--- src/hw/rtl/billboard_quad_expander_macros.svh ---
// ----------------------------------------------------------------------------
// Billboard quad expander assertion macros
// Concurrent assertion wrappers, empty when SYNTHESIS is defined.
// ----------------------------------------------------------------------------
`ifndef BILLBOARD_QUAD_EXPANDER_MACROS_SVH
`define BILLBOARD_QUAD_EXPANDER_MACROS_SVH
`ifndef SYNTHESIS
`define BQE_ASSERT_IMPLIES(label, ck, rn, ante, cons) \
    label: assert property (@(posedge ck) disable iff (!rn) (ante) |-> (cons)) \
        else $error("bqe: assertion failed");
`define BQE_ASSERT_NEXT(label, ck, rn, ante, cons) \
    label: assert property (@(posedge ck) disable iff (!rn) (ante) |=> (cons)) \
        else $error("bqe: assertion failed");
`else
`define BQE_ASSERT_IMPLIES(label, ck, rn, ante, cons)
`define BQE_ASSERT_NEXT(label, ck, rn, ante, cons)
`endif
`endif

--- src/hw/rtl/bqe_pkg.sv ---
// ----------------------------------------------------------------------------
// bqe_pkg
// Types, widths and helpers shared by the billboard quad expander.
// ----------------------------------------------------------------------------
`default_nettype none

package bqe_pkg;

    localparam int POS_W    = 20;
    localparam int ALPHA_W  = 8;
    localparam int SIZE_W   = 16;
    localparam logic [SIZE_W-1:0] SIZE_RESET = 16'd197;

    // normaliser datapath
    localparam int WIDE_W   = 31;
    localparam int UNIT_W   = 16;
    localparam int MAG_W    = 30;
    localparam int SQ_W     = 2 * MAG_W;
    localparam int SUM_W    = SQ_W + 2;
    localparam int ROOT_W   = SUM_W / 2;
    localparam int REM_W    = ROOT_W + 3;
    localparam int FRAC_W   = 14;
    localparam int DIVN_W   = MAG_W + FRAC_W + 1;
    localparam int Q_W      = FRAC_W + 1;
    localparam int SH_W     = 5;

    // corner offset scaling
    localparam int PROD_W   = Q_W + SIZE_W;
    localparam int SCALE_W  = PROD_W + 2;
    localparam int ROUND_SH = 15;
    localparam int OFF_W    = SCALE_W - ROUND_SH + 1;

    localparam int CORNER_W = 2;
    localparam logic [CORNER_W-1:0] LAST_CORNER = 2'd3;
    // per-corner bits, indexed by corner number
    localparam logic [3:0] CORNER_USE_W = 4'b0101;
    localparam logic [3:0] CORNER_NEG   = 4'b1001;
    localparam logic [3:0] CORNER_TEX_U = 4'b1100;
    localparam logic [3:0] CORNER_TEX_V = 4'b1001;

    typedef struct packed {
        logic signed [POS_W-1:0] x;
        logic signed [POS_W-1:0] y;
        logic signed [POS_W-1:0] z;
        logic [ALPHA_W-1:0]      alpha;
    } star_t;

    typedef struct packed {
        logic signed [UNIT_W-1:0] x;
        logic signed [UNIT_W-1:0] y;
        logic signed [UNIT_W-1:0] z;
    } unit_vec_t;

    typedef struct packed {
        logic signed [WIDE_W-1:0] x;
        logic signed [WIDE_W-1:0] y;
        logic signed [WIDE_W-1:0] z;
    } wide_vec_t;

    typedef struct packed {
        star_t     star;
        logic      degen;
        unit_vec_t vec;
    } tag_t;

    localparam int STAR_W = $bits(star_t);
    localparam int TAG_W  = $bits(tag_t);

    // shift that brings the top set bit to the MSB
    function automatic logic [SH_W-1:0] lead_zeros(input logic [MAG_W-1:0] v);
        logic [SH_W-1:0] n;
        n = '0;
        for (int i = 0; i < MAG_W; i++)
        begin
            if (v[i])
            begin
                n = SH_W'(MAG_W - 1 - i);
            end
        end
        return n;
    endfunction

    function automatic logic signed [POS_W-1:0] sat_pos(input logic signed [POS_W:0] v);
        logic signed [POS_W-1:0] r;
        if (v[POS_W] != v[POS_W-1])
        begin
            r = v[POS_W] ? {1'b1, {(POS_W-1){1'b0}}} : {1'b0, {(POS_W-1){1'b1}}};
        end
        else
        begin
            r = v[POS_W-1:0];
        end
        return r;
    endfunction

endpackage

`default_nettype wire

--- src/hw/rtl/bqe_cross.sv ---
// ----------------------------------------------------------------------------
// bqe_cross
// Two-stage cross product d x u of Q1.14 unit vectors.
// ----------------------------------------------------------------------------
`default_nettype none

module bqe_cross (
    input  wire logic                clk,
    input  wire logic                rst_n,
    input  wire logic                adv,
    input  wire logic                in_vld,
    input  wire bqe_pkg::tag_t       in_tag,
    input  wire bqe_pkg::unit_vec_t  u,
    output logic                     out_vld,
    output bqe_pkg::wide_vec_t       cv,
    output bqe_pkg::tag_t            out_tag
);
    import bqe_pkg::*;

    logic signed [WIDE_W-1:0] prod [6];
    logic                     c1_vld_reg;
    logic signed [WIDE_W-1:0] c1_prod_reg [6];
    tag_t                     c1_tag_reg;
    logic                     c2_vld_reg;
    wide_vec_t                c2_cv_reg;
    tag_t                     c2_tag_reg;

    assign prod[0] = in_tag.vec.y * u.z;
    assign prod[1] = u.y * in_tag.vec.z;
    assign prod[2] = in_tag.vec.z * u.x;
    assign prod[3] = u.z * in_tag.vec.x;
    assign prod[4] = in_tag.vec.x * u.y;
    assign prod[5] = u.x * in_tag.vec.y;

    always_ff @(posedge clk or negedge rst_n)
    begin
        if (!rst_n)
        begin
            c1_vld_reg <= 1'b0;
            c2_vld_reg <= 1'b0;
        end
        else if (adv)
        begin
            c1_vld_reg <= in_vld;
            c2_vld_reg <= c1_vld_reg;
        end
    end

    always_ff @(posedge clk)
    begin
        if (adv)
        begin
            c1_prod_reg      <= prod;
            c1_tag_reg.star  <= in_tag.star;
            c1_tag_reg.degen <= in_tag.degen;
            c1_tag_reg.vec   <= u;   // u travels on from here
            c2_cv_reg.x      <= c1_prod_reg[0] - c1_prod_reg[1];
            c2_cv_reg.y      <= c1_prod_reg[2] - c1_prod_reg[3];
            c2_cv_reg.z      <= c1_prod_reg[4] - c1_prod_reg[5];
            c2_tag_reg       <= c1_tag_reg;
        end
    end

    assign out_vld = c2_vld_reg;
    assign cv      = c2_cv_reg;
    assign out_tag = c2_tag_reg;

endmodule

`default_nettype wire

--- config.mk ---
export PLATFORM = sky130hd
export DESIGN_NAME = bqe_cross
export DESIGN_NICKNAME = d
export VERILOG_FILES = /design/src/hw/rtl/billboard_quad_expander_macros.svh /design/src/hw/rtl/bqe_pkg.sv /design/src/hw/rtl/bqe_cross.sv
export SDC_FILE = /design/constraint.sdc
export NUM_CORES = 2
export LEC_CHECK = 0
export BUFFER_PORTS_ARGS = -buffer_cell sky130_fd_sc_hd__buf_2
export CORE_MARGIN = 1
export CORE_UTILIZATION = 56
export CTS_BUF_LIST = sky130_fd_sc_hd__clkbuf_16
export CTS_CLUSTER_DIAMETER = 60
export DETAILED_ROUTE_END_ITERATION = 10
export PLACE_DENSITY = 0.8
export SYNTH_ARGS = -nofsm -noshare
export SYNTH_HDL_FRONTEND = slang
export SYNTH_SLANG_ARGS = --single-unit
export TNS_END_PERCENT = 50
--- constraint.sdc ---
create_clock -name clk -period 5.02 [get_ports clk]
set_clock_uncertainty 0.05 [all_clocks]
set_input_delay 0.502 -clock clk [delete_from_list [all_inputs] [get_ports clk]]
set_output_delay 0.502 -clock clk [all_outputs]
set_load 0.02 [all_outputs]
==> summary.md <==
The run finished, with violations left. The final reports fail on negative setup slack. The final layout contains 11300 nets. The number of nets in the synthesized netlist is 9909. The synthesized design spends more area on one cell type than any other, namely sky130_fd_sc_hd__fa_1. On the worst path, the slowest cell contributes a delay of 560 ps. The worst pin sits at a relative slew slack of 50.9%.

Count of port buffers added during placement: 379. Critical path class: in -> reg. Along the worst hold path, the cell count comes to 2. For the initial antenna violation count, the log shows 12. Clock latency of the later-clocked register in the worst-skew pair: 710 ps. The synthesis-to-layout area growth was 25.9%. The worst setup slack after placement was -1780 ps. The run gives 380 as the top-level I/O count.

The run gives 6260 ps as the data arrival time of the critical path. The maximum number of pins on one net before global-route repair is 96. The number of different library cells used by synthesis comes to 74. For the count of final setup violators, the log shows 99.

Counting cells, the worst reg-to-reg path comes to 12. The overall die width is 375 um. Among all stages on the critical path, the largest delay is contributed by sky130_fd_sc_hd__fa_1. Summed over its instances, the top area cell type makes up 39.6% of the synthesized netlist area. The slew at the pin closest to its max-slew limit works out to 727 ps.

Startpoint of the worst setup timing path: u[39]. The tools report the wire length of the first global-routing pass as 348 mm. The share of synthesized flip-flops with an asynchronous set or reset was 0.388%; the final number of hold-violating endpoints was 0.

The area inside the core boundary was 138000 um^2; the ratio of cells with drive above 1 in the final layout was 25.0%. The most frequent standard cell in the layout excluding fill and tap cells was sky130_fd_sc_hd__inv_1. The register with the most flip-flops in the layout has 186 of them.

The final count of pins violating max slew is 0. The worst setup slack after layout was -860 ps; the die extent in y was 375 um. TritonCTS built the clock tree. The critical path crosses 27 cells after its start point. In this run the worst path has a maximum fanout of 3. Setup repair after global routing could not meet its margin everywhere.

For the total wire length, the log shows 224 mm. Global routing consumed, over all layers together, 31.9% of the routing resources. For the post-detailed-route count of antenna-violating nets, the log shows 0. The post-route clock period utilization works out to 117%.

The nature of the critical path endpoint was a flop. The TritonCTS sink count was 515; the count of flip-flops with a built-in enable after synthesis was 513. On the critical path the largest part of the delay comes from adder cells.

The remaining global-route overflow came out at 0. The worst hold path begins at u[17]. The clock transition at the register clock pins on the worst setup and hold paths after CTS is 60 ps, and the number of buffers and inverters on the critical path is 10. Setup total negative slack on the finished layout was measured at -41290 ps. For the count of maximum capacitance violations, the log shows 0. The mean post-synth cell area was 10.2 um^2; the floorplan die area was 140000 um^2. Worst min-delay path category: in -> reg. The number of DRC violations after detailed-routing iteration 0 was 4931. After synthesis, the cell types taking the most area are sky130_fd_sc_hd__fa_1, sky130_fd_sc_hd__edfxtp_1, sky130_fd_sc_hd__ha_1, sky130_fd_sc_hd__inv_1, sky130_fd_sc_hd__and2_1. The data required time of the critical path came out at 5400 ps. The number of clock buffers added by TritonCTS is 69. Clock tree synthesis selected as its root buffer the cell sky130_fd_sc_hd__clkbuf_16.

The number of standard-cell rows in the floorplan was 136. In the final routed layout, each cell accounts on average for 20.6 um. The initial standard-cell utilization of the core is 56.5%, and the final critical-path required period is 5880 ps. In this run the critical register-to-register path is launched from c1_prod_reg[31].

The synthesized instance count came out at 7631. The sequential cell area fraction in the yosys report is 19.9%, and the placer's final routability congestion estimate is 0.923. Across all layers, the routed design uses 59600 vias. The logs give 37.7 ps for the post-route worst hold slack and 0 for the DRC violation count after routing.

The placed wire-length estimate is 169 mm. Number of global-route vias before repair: 65300. The logs give 0 for the total number of yosys warnings and 3 for the count of H-tree levels built during CTS. The tools report the achievable frequency as 170 MHz.

STA classifies the critical path startpoint as an input pin. In this run the cell area of the synthesized design comes to 77800 um^2. Counting along the longest clock path gives a buffer depth of 3. In the synthesized netlist the dominant register cell turns out to be sky130_fd_sc_hd__edfxtp_1.

The number of vias per cell after detailed routing is 5.48, and the number of search-and-repair iterations in the first detailed-routing pass is 6. Among the stages of the critical path, the cell type that occurs most often is sky130_fd_sc_hd__fa_1. After synthesis the netlist holds a flip-flop and latch count of 515. After detailed placement, the design holds a cell count of 10500. The finished layout holds 10900 standard cells, fillers aside. In the layout the commonest cells are sky130_fd_sc_hd__inv_1, sky130_fd_sc_hd__fa_1, sky130_fd_sc_hd__buf_4, sky130_fd_sc_hd__nand2_1, sky130_fd_sc_hd__and2_1.
==> cell usage after synthesis, types with 12 or more instances <==
cell                       count
sky130_fd_sc_hd__nor3_1       43
sky130_fd_sc_hd__xnor2_1     224
sky130_fd_sc_hd__a21oi_1     192
sky130_fd_sc_hd__o21bai_1     22
sky130_fd_sc_hd__o21ai_1      33
sky130_fd_sc_hd__fa_1       1539
sky130_fd_sc_hd__ha_1        570
sky130_fd_sc_hd__o21a_1       46
sky130_fd_sc_hd__a21o_1       90
sky130_fd_sc_hd__or3_1        12
sky130_fd_sc_hd__nand3_1      42
sky130_fd_sc_hd__edfxtp_1    513
sky130_fd_sc_hd__and2_1      723
sky130_fd_sc_hd__nor2b_1      35
sky130_fd_sc_hd__xor2_1       68
sky130_fd_sc_hd__clkbuf_1    297
sky130_fd_sc_hd__a31oi_1      15
sky130_fd_sc_hd__o211ai_1     15
sky130_fd_sc_hd__nor2_1      205
sky130_fd_sc_hd__nand2_1     823
sky130_fd_sc_hd__o21ai_0      67
sky130_fd_sc_hd__nand2b_1     62
sky130_fd_sc_hd__inv_1      1800
sky130_fd_sc_hd__a211oi_1     26
sky130_fd_sc_hd__and3_1       18
==> path summary, 6_finish.rpt <==
check                             endpoint  slack, ps
setup / recovery           c1_prod_reg[17]       -860
hold / removal              c1_tag_reg[17]         40
setup reg to reg                    cv[30]       1260
hold reg to reg                out_tag[15]        350
max in group asynchronous       c1_vld_reg       4780
min in group asynchronous          out_vld         50
==> area by class of cell <==
| type | instances | area, um^2 |
|---|---|---|
| multi-input combinational | 5017 | 57300 |
| fill | 8971 | 39800 |
| sequential | 515 | 15500 |
| timing repair buffer | 1614 | 13500 |
| inverter | 1801 | 6780 |
| tap | 1794 | 2240 |
| clock buffer | 69 | 1730 |
| clock inverter | 58 | 805 |
| antenna | 9 | 22.5 |
==> through the flow <==
step | cell area, um^2 | utilization, %
6_report | 97900 | 71.1
5_1_grt | 97800 | 71.1
4_1_cts | 96500 | 70.1
3_5_place_dp | 90000 | 65.4
3_3_place_gp | 90000 | 65.4
2_1_floorplan | 79600 | -
==> cell families (layout without fill, tap and decap cells) <==
family          after synthesis  after routing  share of synthesized area, %
mux                           2              2                        0.0290
compound gates              613            613                          5.19
flops                       515            515                          19.9
other cells                   0              9                             0
simple gates               2001           2001                          12.7
buf+inv                    2099           3542                          10.1
fa+ha+maj                  2109           2109                          48.8
xor+xnor                    292            292                          3.29
==> what timing repair did <==
item / 4_1_cts / 5_1_grt
gates resized for setup: 599 / 257
hold buffers: 72 / 0
hold endpoints to repair: 73 / 0
pin swaps: 310 / 227
buffers inserted: 127 / 53
setup endpoints to repair: 108 / 104
cloned: 4 / 2
==> worst reg2reg max path, cell delays in order (launching register included) <==
cell	delay, ps
sky130_fd_sc_hd__edfxtp_1	420
sky130_fd_sc_hd__inv_1	90
sky130_fd_sc_hd__ha_1	220
sky130_fd_sc_hd__fa_1	260
sky130_fd_sc_hd__nor2b_1	80
sky130_fd_sc_hd__o31a_1	310
sky130_fd_sc_hd__o311a_1	310
sky130_fd_sc_hd__o21ai_1	320
sky130_fd_sc_hd__a21oi_1	250
sky130_fd_sc_hd__a2111oi_2	410
sky130_fd_sc_hd__nor3_1	170
sky130_fd_sc_hd__o41ai_2	390
sky130_fd_sc_hd__o211ai_1	170
==> per-layer routing <==
layer  routed length [um]  share of wire (%)  GRT usage [%]
met1                81400                 36           39.9
met2               108000                 48           52.9
met3                20400                9.1           6.18
met4                13900                6.2           16.4
met5                  104              0.046              0
Power is not shown: default switching activity piles up to over one toggle a cycle in this logic, so the estimate is an artifact.
