$ cat src/hw/rtl/billboard_quad_expander_macros.svh
// ----------------------------------------------------------------------------
// Billboard quad expander assertion macros
// Concurrent assertion wrappers, empty when SYNTHESIS is defined.
// ----------------------------------------------------------------------------
`ifndef BILLBOARD_QUAD_EXPANDER_MACROS_SVH
`define BILLBOARD_QUAD_EXPANDER_MACROS_SVH
`ifndef SYNTHESIS
`define BQE_ASSERT_IMPLIES(label, ck, rn, ante, cons) \
    label: assert property (@(posedge ck) disable iff (!rn) (ante) |-> (cons)) \
        else $error("bqe: assertion failed");
`define BQE_ASSERT_NEXT(label, ck, rn, ante, cons) \
    label: assert property (@(posedge ck) disable iff (!rn) (ante) |=> (cons)) \
        else $error("bqe: assertion failed");
`else
`define BQE_ASSERT_IMPLIES(label, ck, rn, ante, cons)
`define BQE_ASSERT_NEXT(label, ck, rn, ante, cons)
`endif
`endif

$ cat src/hw/rtl/bqe_pkg.sv
// ----------------------------------------------------------------------------
// bqe_pkg
// Types, widths and helpers shared by the billboard quad expander.
// ----------------------------------------------------------------------------
`default_nettype none

package bqe_pkg;

    localparam int POS_W    = 20;
    localparam int ALPHA_W  = 8;
    localparam int SIZE_W   = 16;
    localparam logic [SIZE_W-1:0] SIZE_RESET = 16'd197;

    // normaliser datapath
    localparam int WIDE_W   = 31;
    localparam int UNIT_W   = 16;
    localparam int MAG_W    = 30;
    localparam int SQ_W     = 2 * MAG_W;
    localparam int SUM_W    = SQ_W + 2;
    localparam int ROOT_W   = SUM_W / 2;
    localparam int REM_W    = ROOT_W + 3;
    localparam int FRAC_W   = 14;
    localparam int DIVN_W   = MAG_W + FRAC_W + 1;
    localparam int Q_W      = FRAC_W + 1;
    localparam int SH_W     = 5;

    // corner offset scaling
    localparam int PROD_W   = Q_W + SIZE_W;
    localparam int SCALE_W  = PROD_W + 2;
    localparam int ROUND_SH = 15;
    localparam int OFF_W    = SCALE_W - ROUND_SH + 1;

    localparam int CORNER_W = 2;
    localparam logic [CORNER_W-1:0] LAST_CORNER = 2'd3;
    // per-corner bits, indexed by corner number
    localparam logic [3:0] CORNER_USE_W = 4'b0101;
    localparam logic [3:0] CORNER_NEG   = 4'b1001;
    localparam logic [3:0] CORNER_TEX_U = 4'b1100;
    localparam logic [3:0] CORNER_TEX_V = 4'b1001;

    typedef struct packed {
        logic signed [POS_W-1:0] x;
        logic signed [POS_W-1:0] y;
        logic signed [POS_W-1:0] z;
        logic [ALPHA_W-1:0]      alpha;
    } star_t;

    typedef struct packed {
        logic signed [UNIT_W-1:0] x;
        logic signed [UNIT_W-1:0] y;
        logic signed [UNIT_W-1:0] z;
    } unit_vec_t;

    typedef struct packed {
        logic signed [WIDE_W-1:0] x;
        logic signed [WIDE_W-1:0] y;
        logic signed [WIDE_W-1:0] z;
    } wide_vec_t;

    typedef struct packed {
        star_t     star;
        logic      degen;
        unit_vec_t vec;
    } tag_t;

    localparam int STAR_W = $bits(star_t);
    localparam int TAG_W  = $bits(tag_t);

    // shift that brings the top set bit to the MSB
    function automatic logic [SH_W-1:0] lead_zeros(input logic [MAG_W-1:0] v);
        logic [SH_W-1:0] n;
        n = '0;
        for (int i = 0; i < MAG_W; i++)
        begin
            if (v[i])
            begin
                n = SH_W'(MAG_W - 1 - i);
            end
        end
        return n;
    endfunction

    function automatic logic signed [POS_W-1:0] sat_pos(input logic signed [POS_W:0] v);
        logic signed [POS_W-1:0] r;
        if (v[POS_W] != v[POS_W-1])
        begin
            r = v[POS_W] ? {1'b1, {(POS_W-1){1'b0}}} : {1'b0, {(POS_W-1){1'b1}}};
        end
        else
        begin
            r = v[POS_W-1:0];
        end
        return r;
    endfunction

endpackage

`default_nettype wire

$ cat src/hw/rtl/bqe_if.sv
// ----------------------------------------------------------------------------
// bqe interfaces
// Star input, vertex output and size configuration channels.
// ----------------------------------------------------------------------------
`default_nettype none


interface bqe_vert_if;
    logic                              valid;
    logic                              ready;
    logic signed [bqe_pkg::POS_W-1:0]  vert_x;
    logic signed [bqe_pkg::POS_W-1:0]  vert_y;
    logic signed [bqe_pkg::POS_W-1:0]  vert_z;
    logic                              tex_u;
    logic                              tex_v;
    logic [bqe_pkg::ALPHA_W-1:0]       vert_alpha;
    logic                              degenerate;
    logic                              last_corner;

    modport source (output valid, vert_x, vert_y, vert_z, tex_u, tex_v, vert_alpha,
                    degenerate, last_corner, input ready);
    modport sink   (input valid, vert_x, vert_y, vert_z, tex_u, tex_v, vert_alpha,
                    degenerate, last_corner, output ready);
endinterface


`default_nettype wire

$ cat src/hw/rtl/bqe_emit.sv
// ----------------------------------------------------------------------------
// bqe_emit
// Corner offset scaling (two stages) and the quad serialiser that drives
// four vertices per star. Produces the pipeline advance.
// ----------------------------------------------------------------------------
`default_nettype none

`include "billboard_quad_expander_macros.svh"

module bqe_emit (
    input  wire logic                        clk,
    input  wire logic                        rst_n,
    input  wire logic                        in_vld,
    input  wire bqe_pkg::tag_t               in_tag,
    input  wire bqe_pkg::unit_vec_t          w,
    input  wire logic [bqe_pkg::SIZE_W-1:0]  star_size,
    output logic                             adv,
    bqe_vert_if.source                       vert
);
    import bqe_pkg::*;

    // components 0..2 are u, 3..5 are w
    logic signed [UNIT_W-1:0] comp [6];
    logic [Q_W-1:0]           cmag [6];

    logic                     e1_vld_reg;
    logic [PROD_W-1:0]        e1_prod_reg [6];
    logic [5:0]               e1_neg_reg;
    star_t                    e1_star_reg;
    logic                     e1_degen_reg;

    logic [SCALE_W-1:0]       scaled [6];
    logic signed [OFF_W-1:0]  offm [6];
    logic signed [OFF_W-1:0]  off_next [6];

    logic                     e2_vld_reg;
    logic signed [OFF_W-1:0]  e2_off_reg [6];
    star_t                    e2_star_reg;
    logic                     e2_degen_reg;

    logic                     busy_reg;
    logic                     busy_next;
    logic [CORNER_W-1:0]      k_reg;
    logic [CORNER_W-1:0]      k_next;
    logic signed [OFF_W-1:0]  sv_off_reg [6];
    star_t                    sv_star_reg;
    logic                     sv_degen_reg;

    logic                     fire;
    logic                     load;

    assign comp[0] = in_tag.vec.x;
    assign comp[1] = in_tag.vec.y;
    assign comp[2] = in_tag.vec.z;
    assign comp[3] = w.x;
    assign comp[4] = w.y;
    assign comp[5] = w.z;

    always_comb
    begin
        for (int i = 0; i < 6; i++)
        begin
            cmag[i] = comp[i][UNIT_W-1] ? Q_W'(-comp[i]) : Q_W'(comp[i]);
        end
    end

    // offset = round(|v| * 3 * size / 2^15), half away from zero
    always_comb
    begin
        for (int i = 0; i < 6; i++)
        begin
            scaled[i] = (SCALE_W'(e1_prod_reg[i]) << 1) + SCALE_W'(e1_prod_reg[i])
                      + SCALE_W'(2 ** (ROUND_SH - 1));
            offm[i]   = $signed({1'b0, scaled[i][SCALE_W-1:ROUND_SH]});
            if (e1_degen_reg)
            begin
                off_next[i] = '0;
            end
            else
            begin
                off_next[i] = e1_neg_reg[i] ? -offm[i] : offm[i];
            end
        end
    end

    assign fire = busy_reg && vert.ready;
    assign load = e2_vld_reg && (!busy_reg || (fire && (k_reg == LAST_CORNER)));
    assign adv  = !e2_vld_reg || load;

    always_comb
    begin
        busy_next = busy_reg;
        k_next    = k_reg;
        if (load)
        begin
            busy_next = 1'b1;
            k_next    = '0;
        end
        else if (fire)
        begin
            if (k_reg == LAST_CORNER)
            begin
                busy_next = 1'b0;
            end
            else
            begin
                k_next = k_reg + 1'b1;
            end
        end
    end

    always_ff @(posedge clk or negedge rst_n)
    begin
        if (!rst_n)
        begin
            e1_vld_reg <= 1'b0;
            e2_vld_reg <= 1'b0;
            busy_reg   <= 1'b0;
            k_reg      <= '0;
        end
        else
        begin
            if (adv)
            begin
                e1_vld_reg <= in_vld;
                e2_vld_reg <= e1_vld_reg;
            end
            busy_reg <= busy_next;
            k_reg    <= k_next;
        end
    end

    always_ff @(posedge clk)
    begin
        if (adv)
        begin
            for (int i = 0; i < 6; i++)
            begin
                e1_prod_reg[i] <= PROD_W'(cmag[i]) * PROD_W'(star_size);
                e1_neg_reg[i]  <= comp[i][UNIT_W-1];
            end
            e1_star_reg  <= in_tag.star;
            e1_degen_reg <= in_tag.degen;
            e2_off_reg   <= off_next;
            e2_star_reg  <= e1_star_reg;
            e2_degen_reg <= e1_degen_reg;
        end
        if (load)
        begin
            sv_off_reg   <= e2_off_reg;
            sv_star_reg  <= e2_star_reg;
            sv_degen_reg <= e2_degen_reg;
        end
    end

    // ---- corner arithmetic
    logic                     use_w;
    logic                     neg;
    logic signed [OFF_W-1:0]  off_x;
    logic signed [OFF_W-1:0]  off_y;
    logic signed [OFF_W-1:0]  off_z;
    logic signed [POS_W:0]    sum_x;
    logic signed [POS_W:0]    sum_y;
    logic signed [POS_W:0]    sum_z;

    assign use_w = CORNER_USE_W[k_reg];
    assign neg   = CORNER_NEG[k_reg];
    assign off_x = use_w ? sv_off_reg[3] : sv_off_reg[0];
    assign off_y = use_w ? sv_off_reg[4] : sv_off_reg[1];
    assign off_z = use_w ? sv_off_reg[5] : sv_off_reg[2];

    always_comb
    begin
        if (neg)
        begin
            sum_x = (POS_W+1)'(sv_star_reg.x) - (POS_W+1)'(off_x);
            sum_y = (POS_W+1)'(sv_star_reg.y) - (POS_W+1)'(off_y);
            sum_z = (POS_W+1)'(sv_star_reg.z) - (POS_W+1)'(off_z);
        end
        else
        begin
            sum_x = (POS_W+1)'(sv_star_reg.x) + (POS_W+1)'(off_x);
            sum_y = (POS_W+1)'(sv_star_reg.y) + (POS_W+1)'(off_y);
            sum_z = (POS_W+1)'(sv_star_reg.z) + (POS_W+1)'(off_z);
        end
    end

    assign vert.valid       = busy_reg;
    assign vert.vert_x      = sat_pos(sum_x);
    assign vert.vert_y      = sat_pos(sum_y);
    assign vert.vert_z      = sat_pos(sum_z);
    assign vert.tex_u       = CORNER_TEX_U[k_reg];
    assign vert.tex_v       = CORNER_TEX_V[k_reg];
    assign vert.vert_alpha  = sv_star_reg.alpha;
    assign vert.degenerate  = sv_degen_reg;
    assign vert.last_corner = (k_reg == LAST_CORNER);

    `BQE_ASSERT_IMPLIES(a_adv_when_empty, clk, rst_n, !e2_vld_reg, adv)
    `BQE_ASSERT_NEXT(a_hold_on_stall, clk, rst_n, busy_reg && !vert.ready, busy_reg && $stable(k_reg))
    `BQE_ASSERT_NEXT(a_corner_step, clk, rst_n, fire && (k_reg != LAST_CORNER), busy_reg && (k_reg == $past(k_reg) + 2'd1))
    `BQE_ASSERT_NEXT(a_quad_done, clk, rst_n, fire && (k_reg == LAST_CORNER) && !e2_vld_reg, !busy_reg)

endmodule

`default_nettype wire

$ cat src/flat_wrapper.sv
// flat-port wrapper written by rule: the top's interface ports become plain ports
module bqe_emit_flat import bqe_pkg::*;
  (clk, rst_n, in_vld, in_tag, w, star_size, adv, vert_valid, vert_vert_x, vert_vert_y, vert_vert_z, vert_tex_u, vert_tex_v, vert_vert_alpha, vert_degenerate, vert_last_corner, vert_ready);
  bqe_vert_if vert_i ();
  input  wire logic clk;
  input  wire logic rst_n;
  input  wire logic in_vld;
  input  wire bqe_pkg::tag_t in_tag;
  input  wire bqe_pkg::unit_vec_t w;
  input  wire logic [bqe_pkg::SIZE_W-1:0] star_size;
  output logic adv;
  output wire logic [$bits(vert_i.valid)-1:0] vert_valid;
  output wire logic [$bits(vert_i.vert_x)-1:0] vert_vert_x;
  output wire logic [$bits(vert_i.vert_y)-1:0] vert_vert_y;
  output wire logic [$bits(vert_i.vert_z)-1:0] vert_vert_z;
  output wire logic [$bits(vert_i.tex_u)-1:0] vert_tex_u;
  output wire logic [$bits(vert_i.tex_v)-1:0] vert_tex_v;
  output wire logic [$bits(vert_i.vert_alpha)-1:0] vert_vert_alpha;
  output wire logic [$bits(vert_i.degenerate)-1:0] vert_degenerate;
  output wire logic [$bits(vert_i.last_corner)-1:0] vert_last_corner;
  input wire logic [$bits(vert_i.ready)-1:0] vert_ready;
  assign vert_valid = vert_i.valid;
  assign vert_vert_x = vert_i.vert_x;
  assign vert_vert_y = vert_i.vert_y;
  assign vert_vert_z = vert_i.vert_z;
  assign vert_tex_u = vert_i.tex_u;
  assign vert_tex_v = vert_i.tex_v;
  assign vert_vert_alpha = vert_i.vert_alpha;
  assign vert_degenerate = vert_i.degenerate;
  assign vert_last_corner = vert_i.last_corner;
  assign vert_i.ready = vert_ready;
  bqe_emit u_core (.clk(clk), .rst_n(rst_n), .in_vld(in_vld), .in_tag(in_tag), .w(w), .star_size(star_size), .adv(adv), .vert(vert_i));
endmodule
$ cat config.mk
export PLATFORM = sky130hd
export DESIGN_NAME = bqe_emit_flat
export DESIGN_NICKNAME = d
export VERILOG_FILES = /design/src/hw/rtl/bqe_pkg.sv /design/src/hw/rtl/bqe_if.sv /design/src/hw/rtl/bqe_emit.sv /design/src/flat_wrapper.sv
export VERILOG_INCLUDE_DIRS = /design/src /design/src/hw/rtl
export SDC_FILE = /design/constraint.sdc
export NUM_CORES = 2
export LEC_CHECK = 0
export ABC_AREA = 1
export BUFFER_PORTS_ARGS = -buffer_cell sky130_fd_sc_hd__buf_2
export CAP_MARGIN = 10
export CORE_MARGIN = 4
export CORE_UTILIZATION = 35
export DETAILED_ROUTE_END_ITERATION = 8
export GPL_TIMING_DRIVEN = 1
export PLACE_DENSITY = 0.47
export SLEW_MARGIN = 20
export SYNTH_ARGS = -nofsm -noshare
export SYNTH_HDL_FRONTEND = slang
export SYNTH_SLANG_ARGS = --single-unit
$ cat constraint.sdc
create_clock -name clk -period 31.5 [get_ports clk]
set_input_delay 3.15 -clock clk [delete_from_list [all_inputs] [get_ports clk]]
set_output_delay 3.15 -clock clk [all_outputs]
set_load 0.005 [all_outputs]
==> impl_metrics.toml <==
[routing]
drtPass1Iterations = 5
drc = 0
detail_route.iter0.violations = 5049
routedWlPerCell_um = 19.42
drt.antenna.violating_nets = 0
via_per_inst = 4.904
routed_wl_um = 289800
num_vias = 73180

[floorplanning]
core_area_um2 = 256700
die_x_um = 515.6
num_rows = 186
ioPinCount = 259
dieHeight_um = 515.6
start_util = 0.3513
dieArea_um2 = 265800

[layout]
layout-drive-gt1-share = 0.04508
syn2layout_area_growth_pct = 8.348
nNetsFinal = 13740
largest_reg_flops = 186

[clock_network]
post_cts_buffers = 0
clock_latency_ps = 720
cts_resized = 0
path_clk_slew_ps = 60
clockBufferDepth = 3
cts_sinks = 632
root_buffer = "clkbuf_16"
hold_buffers = 0
cts_made_buffers = 76
cts_tree = "built"
h-tree-depth = 3

[flow_run]
maxCapViolations = 0

[setup_path]
cp_data_required_time_ps = 31930
critPathSlowestCell = "fa_1"
crit_end = "u_core.e1_prod_reg[5][28]"
regToRegSetupSlack_ps = 27370
reg2reg_depth = 18
path_buf_inv = 8
path_depth = 32
worstSetupPathType = "in -> reg"
endpoint_kind = "register"
r2r_end = "u_core.e2_off_reg[47]"
cp_max_fo = 18
r2r-start = "u_core.e1_prod_reg[3][13]"
startpoint = "w[0]"
arrival_ps = 10700
path_delay_family = "adder cells"
startpoint_type = "input pin"
crit_path_max_incr_delay_ps = 520

[logic_synthesis]
syn_inst = 11360
yosysMostFrequentCell = "nand2_1"
synthXorXnorAreaFrac = 0.02866
synth-edff-count = 627
synth_top_area_frac = 0.2405
synthSimpleGateAreaFrac = 0.2129
synthDistinctLibCells = 49
synth_nets = 13630
yosysWarnings = 0
synth_seq_cells = 632
synthAdderAreaFrac = 0.3795
synthMuxAreaShare = 0.0009991
synth_compound_area_frac = 0.05925
yosys-top-cells-area = "fa_1, edfxtp_1, ha_1"
ys.flop_type = "edfxtp_1"
async_flop_share = 0.007911
syn_area_um2 = 90170
ys_seq_area_frac = 0.2102
ys_top_cells_by_count = "nand2_1, inv_1, nor2_1"
synth_top_family_by_area = "adder cells"
postSynthAreaPerCell_um2 = 7.939
yosys.area.top_type = "fa_1"

[sta]
rsz0062_at_grt = "false"
tightest_slew_ps = 1204
max_freq_ghz = 0.09737
finClkSkew_ps = 71.73
setup_viol = 0
hold_viol = 0
fin_tns_setup_ps = 0
final.min_clock_period_ps = 10270
slew_violations = 0
max-slew-margin-rel = 0.1890
period_share = 0.3260

[global_routing]
grt_pass1_wl_um = 447800
grt.overflow.total = 0
grt_pass1_vias = 74980
antenna_found_initial = 21
grt.total_usage = 0.2181
grt_max_degree = 124

[placed_design]
dpl.hpwl_um = 232200
io_buffer_count = 258
place_congestion = 0.9087

[worst_hold_path]
hold_class = "reg -> reg"
hold_start = "u_core.e1_star_reg[5]"

[outcome]
outcome = "complete, no violations"
==> layer usage <==
metal / wire length [um] / GRT usage
met1: 137300 / 0.3125
met2: 129700 / 0.3518
met3: 15340 / 0.02269
met4: 7386 / 0.05524
met5: 35 / 0
==> how the worst min path moves through the flow <==
stage,end,slack [ps],depth (start not counted)
2_1_floorplan,u_core.e2_star_reg[0],400,0
3_3_place_gp,u_core.sv_off_reg[61],400,0
3_5_place_dp,u_core.e2_star_reg[25],400,0
4_1_cts,u_core.sv_off_reg[68],410,0
5_1_grt,u_core.e2_star_reg[5],420,0
6_report,u_core.e2_star_reg[5],410,0
==> layout make-up <==
type / instances / area, um^2
Fill cell: 26830 / 159000
Multi-Input combinational cell: 8146 / 61460
Sequential cell: 632 / 18950
Inverter: 2279 / 8557
Tap cell: 3384 / 4234
Clock buffer: 87 / 1943
Timing Repair Buffer: 338 / 1907
Clock inverter: 54 / 635.6
Antenna cell: 2 / 5.005
==> per-stage QoR <==
step | area, um^2 | std cells | util | worst slack, ps | hold slack [ps]
floorplan | 90170 | 11360 | - | 15460 | 400.3
global placement | 95110 | 14780 | 0.3705 | 20580 | 400.2
detailed placement | 95110 | 14780 | 0.3705 | 20560 | 404.5
CTS | 97690 | 14920 | 0.3806 | 21320 | 409.5
global route | 97690 | 14920 | 0.3806 | 20630 | 419.0
finish | 97690 | 14920 | 0.3806 | 21230 | 409.2
==> layout by cell type, fill, tap and decap left out, drive strengths merged, types with 9 or more instances in the layout <==
cell type  Yosys  layout
xor2         184     184
a21oi        454     454
nor4          19      19
ha          1002    1002
fa          1083    1083
edfxtp       627     627
clkbuf       249      87
xnor2        111     111
nand3b        48      48
nor3b          9       9
clkinv        11      41
nor3         103     103
o211ai        11      11
nor2        1333    1333
mux2i          9       9
nand3        370     370
and2          12      12
nand2       2756    2756
o21ai        324     324
o21a          23      23
or2           39      39
a21boi        22      22
a31oi         34      34
o21bai        53      53
nand4         89      89
a21o          20      20
buf           52     338
inv         2268    2278
==> cells by family after synthesis <==
| logic type | count (synthesis) |
|---|---|
| adders and majority gates | 2085 |
| buffers and inverters | 2580 |
| AOI/OAI and AO/OA | 973 |
| xor gates and xnor gates | 295 |
| muxes | 9 |
| and+or+nand+nor | 4784 |
| DFF | 632 |
Power is not shown: default switching activity piles up to over one toggle a cycle in this logic, so the estimate is an artifact.
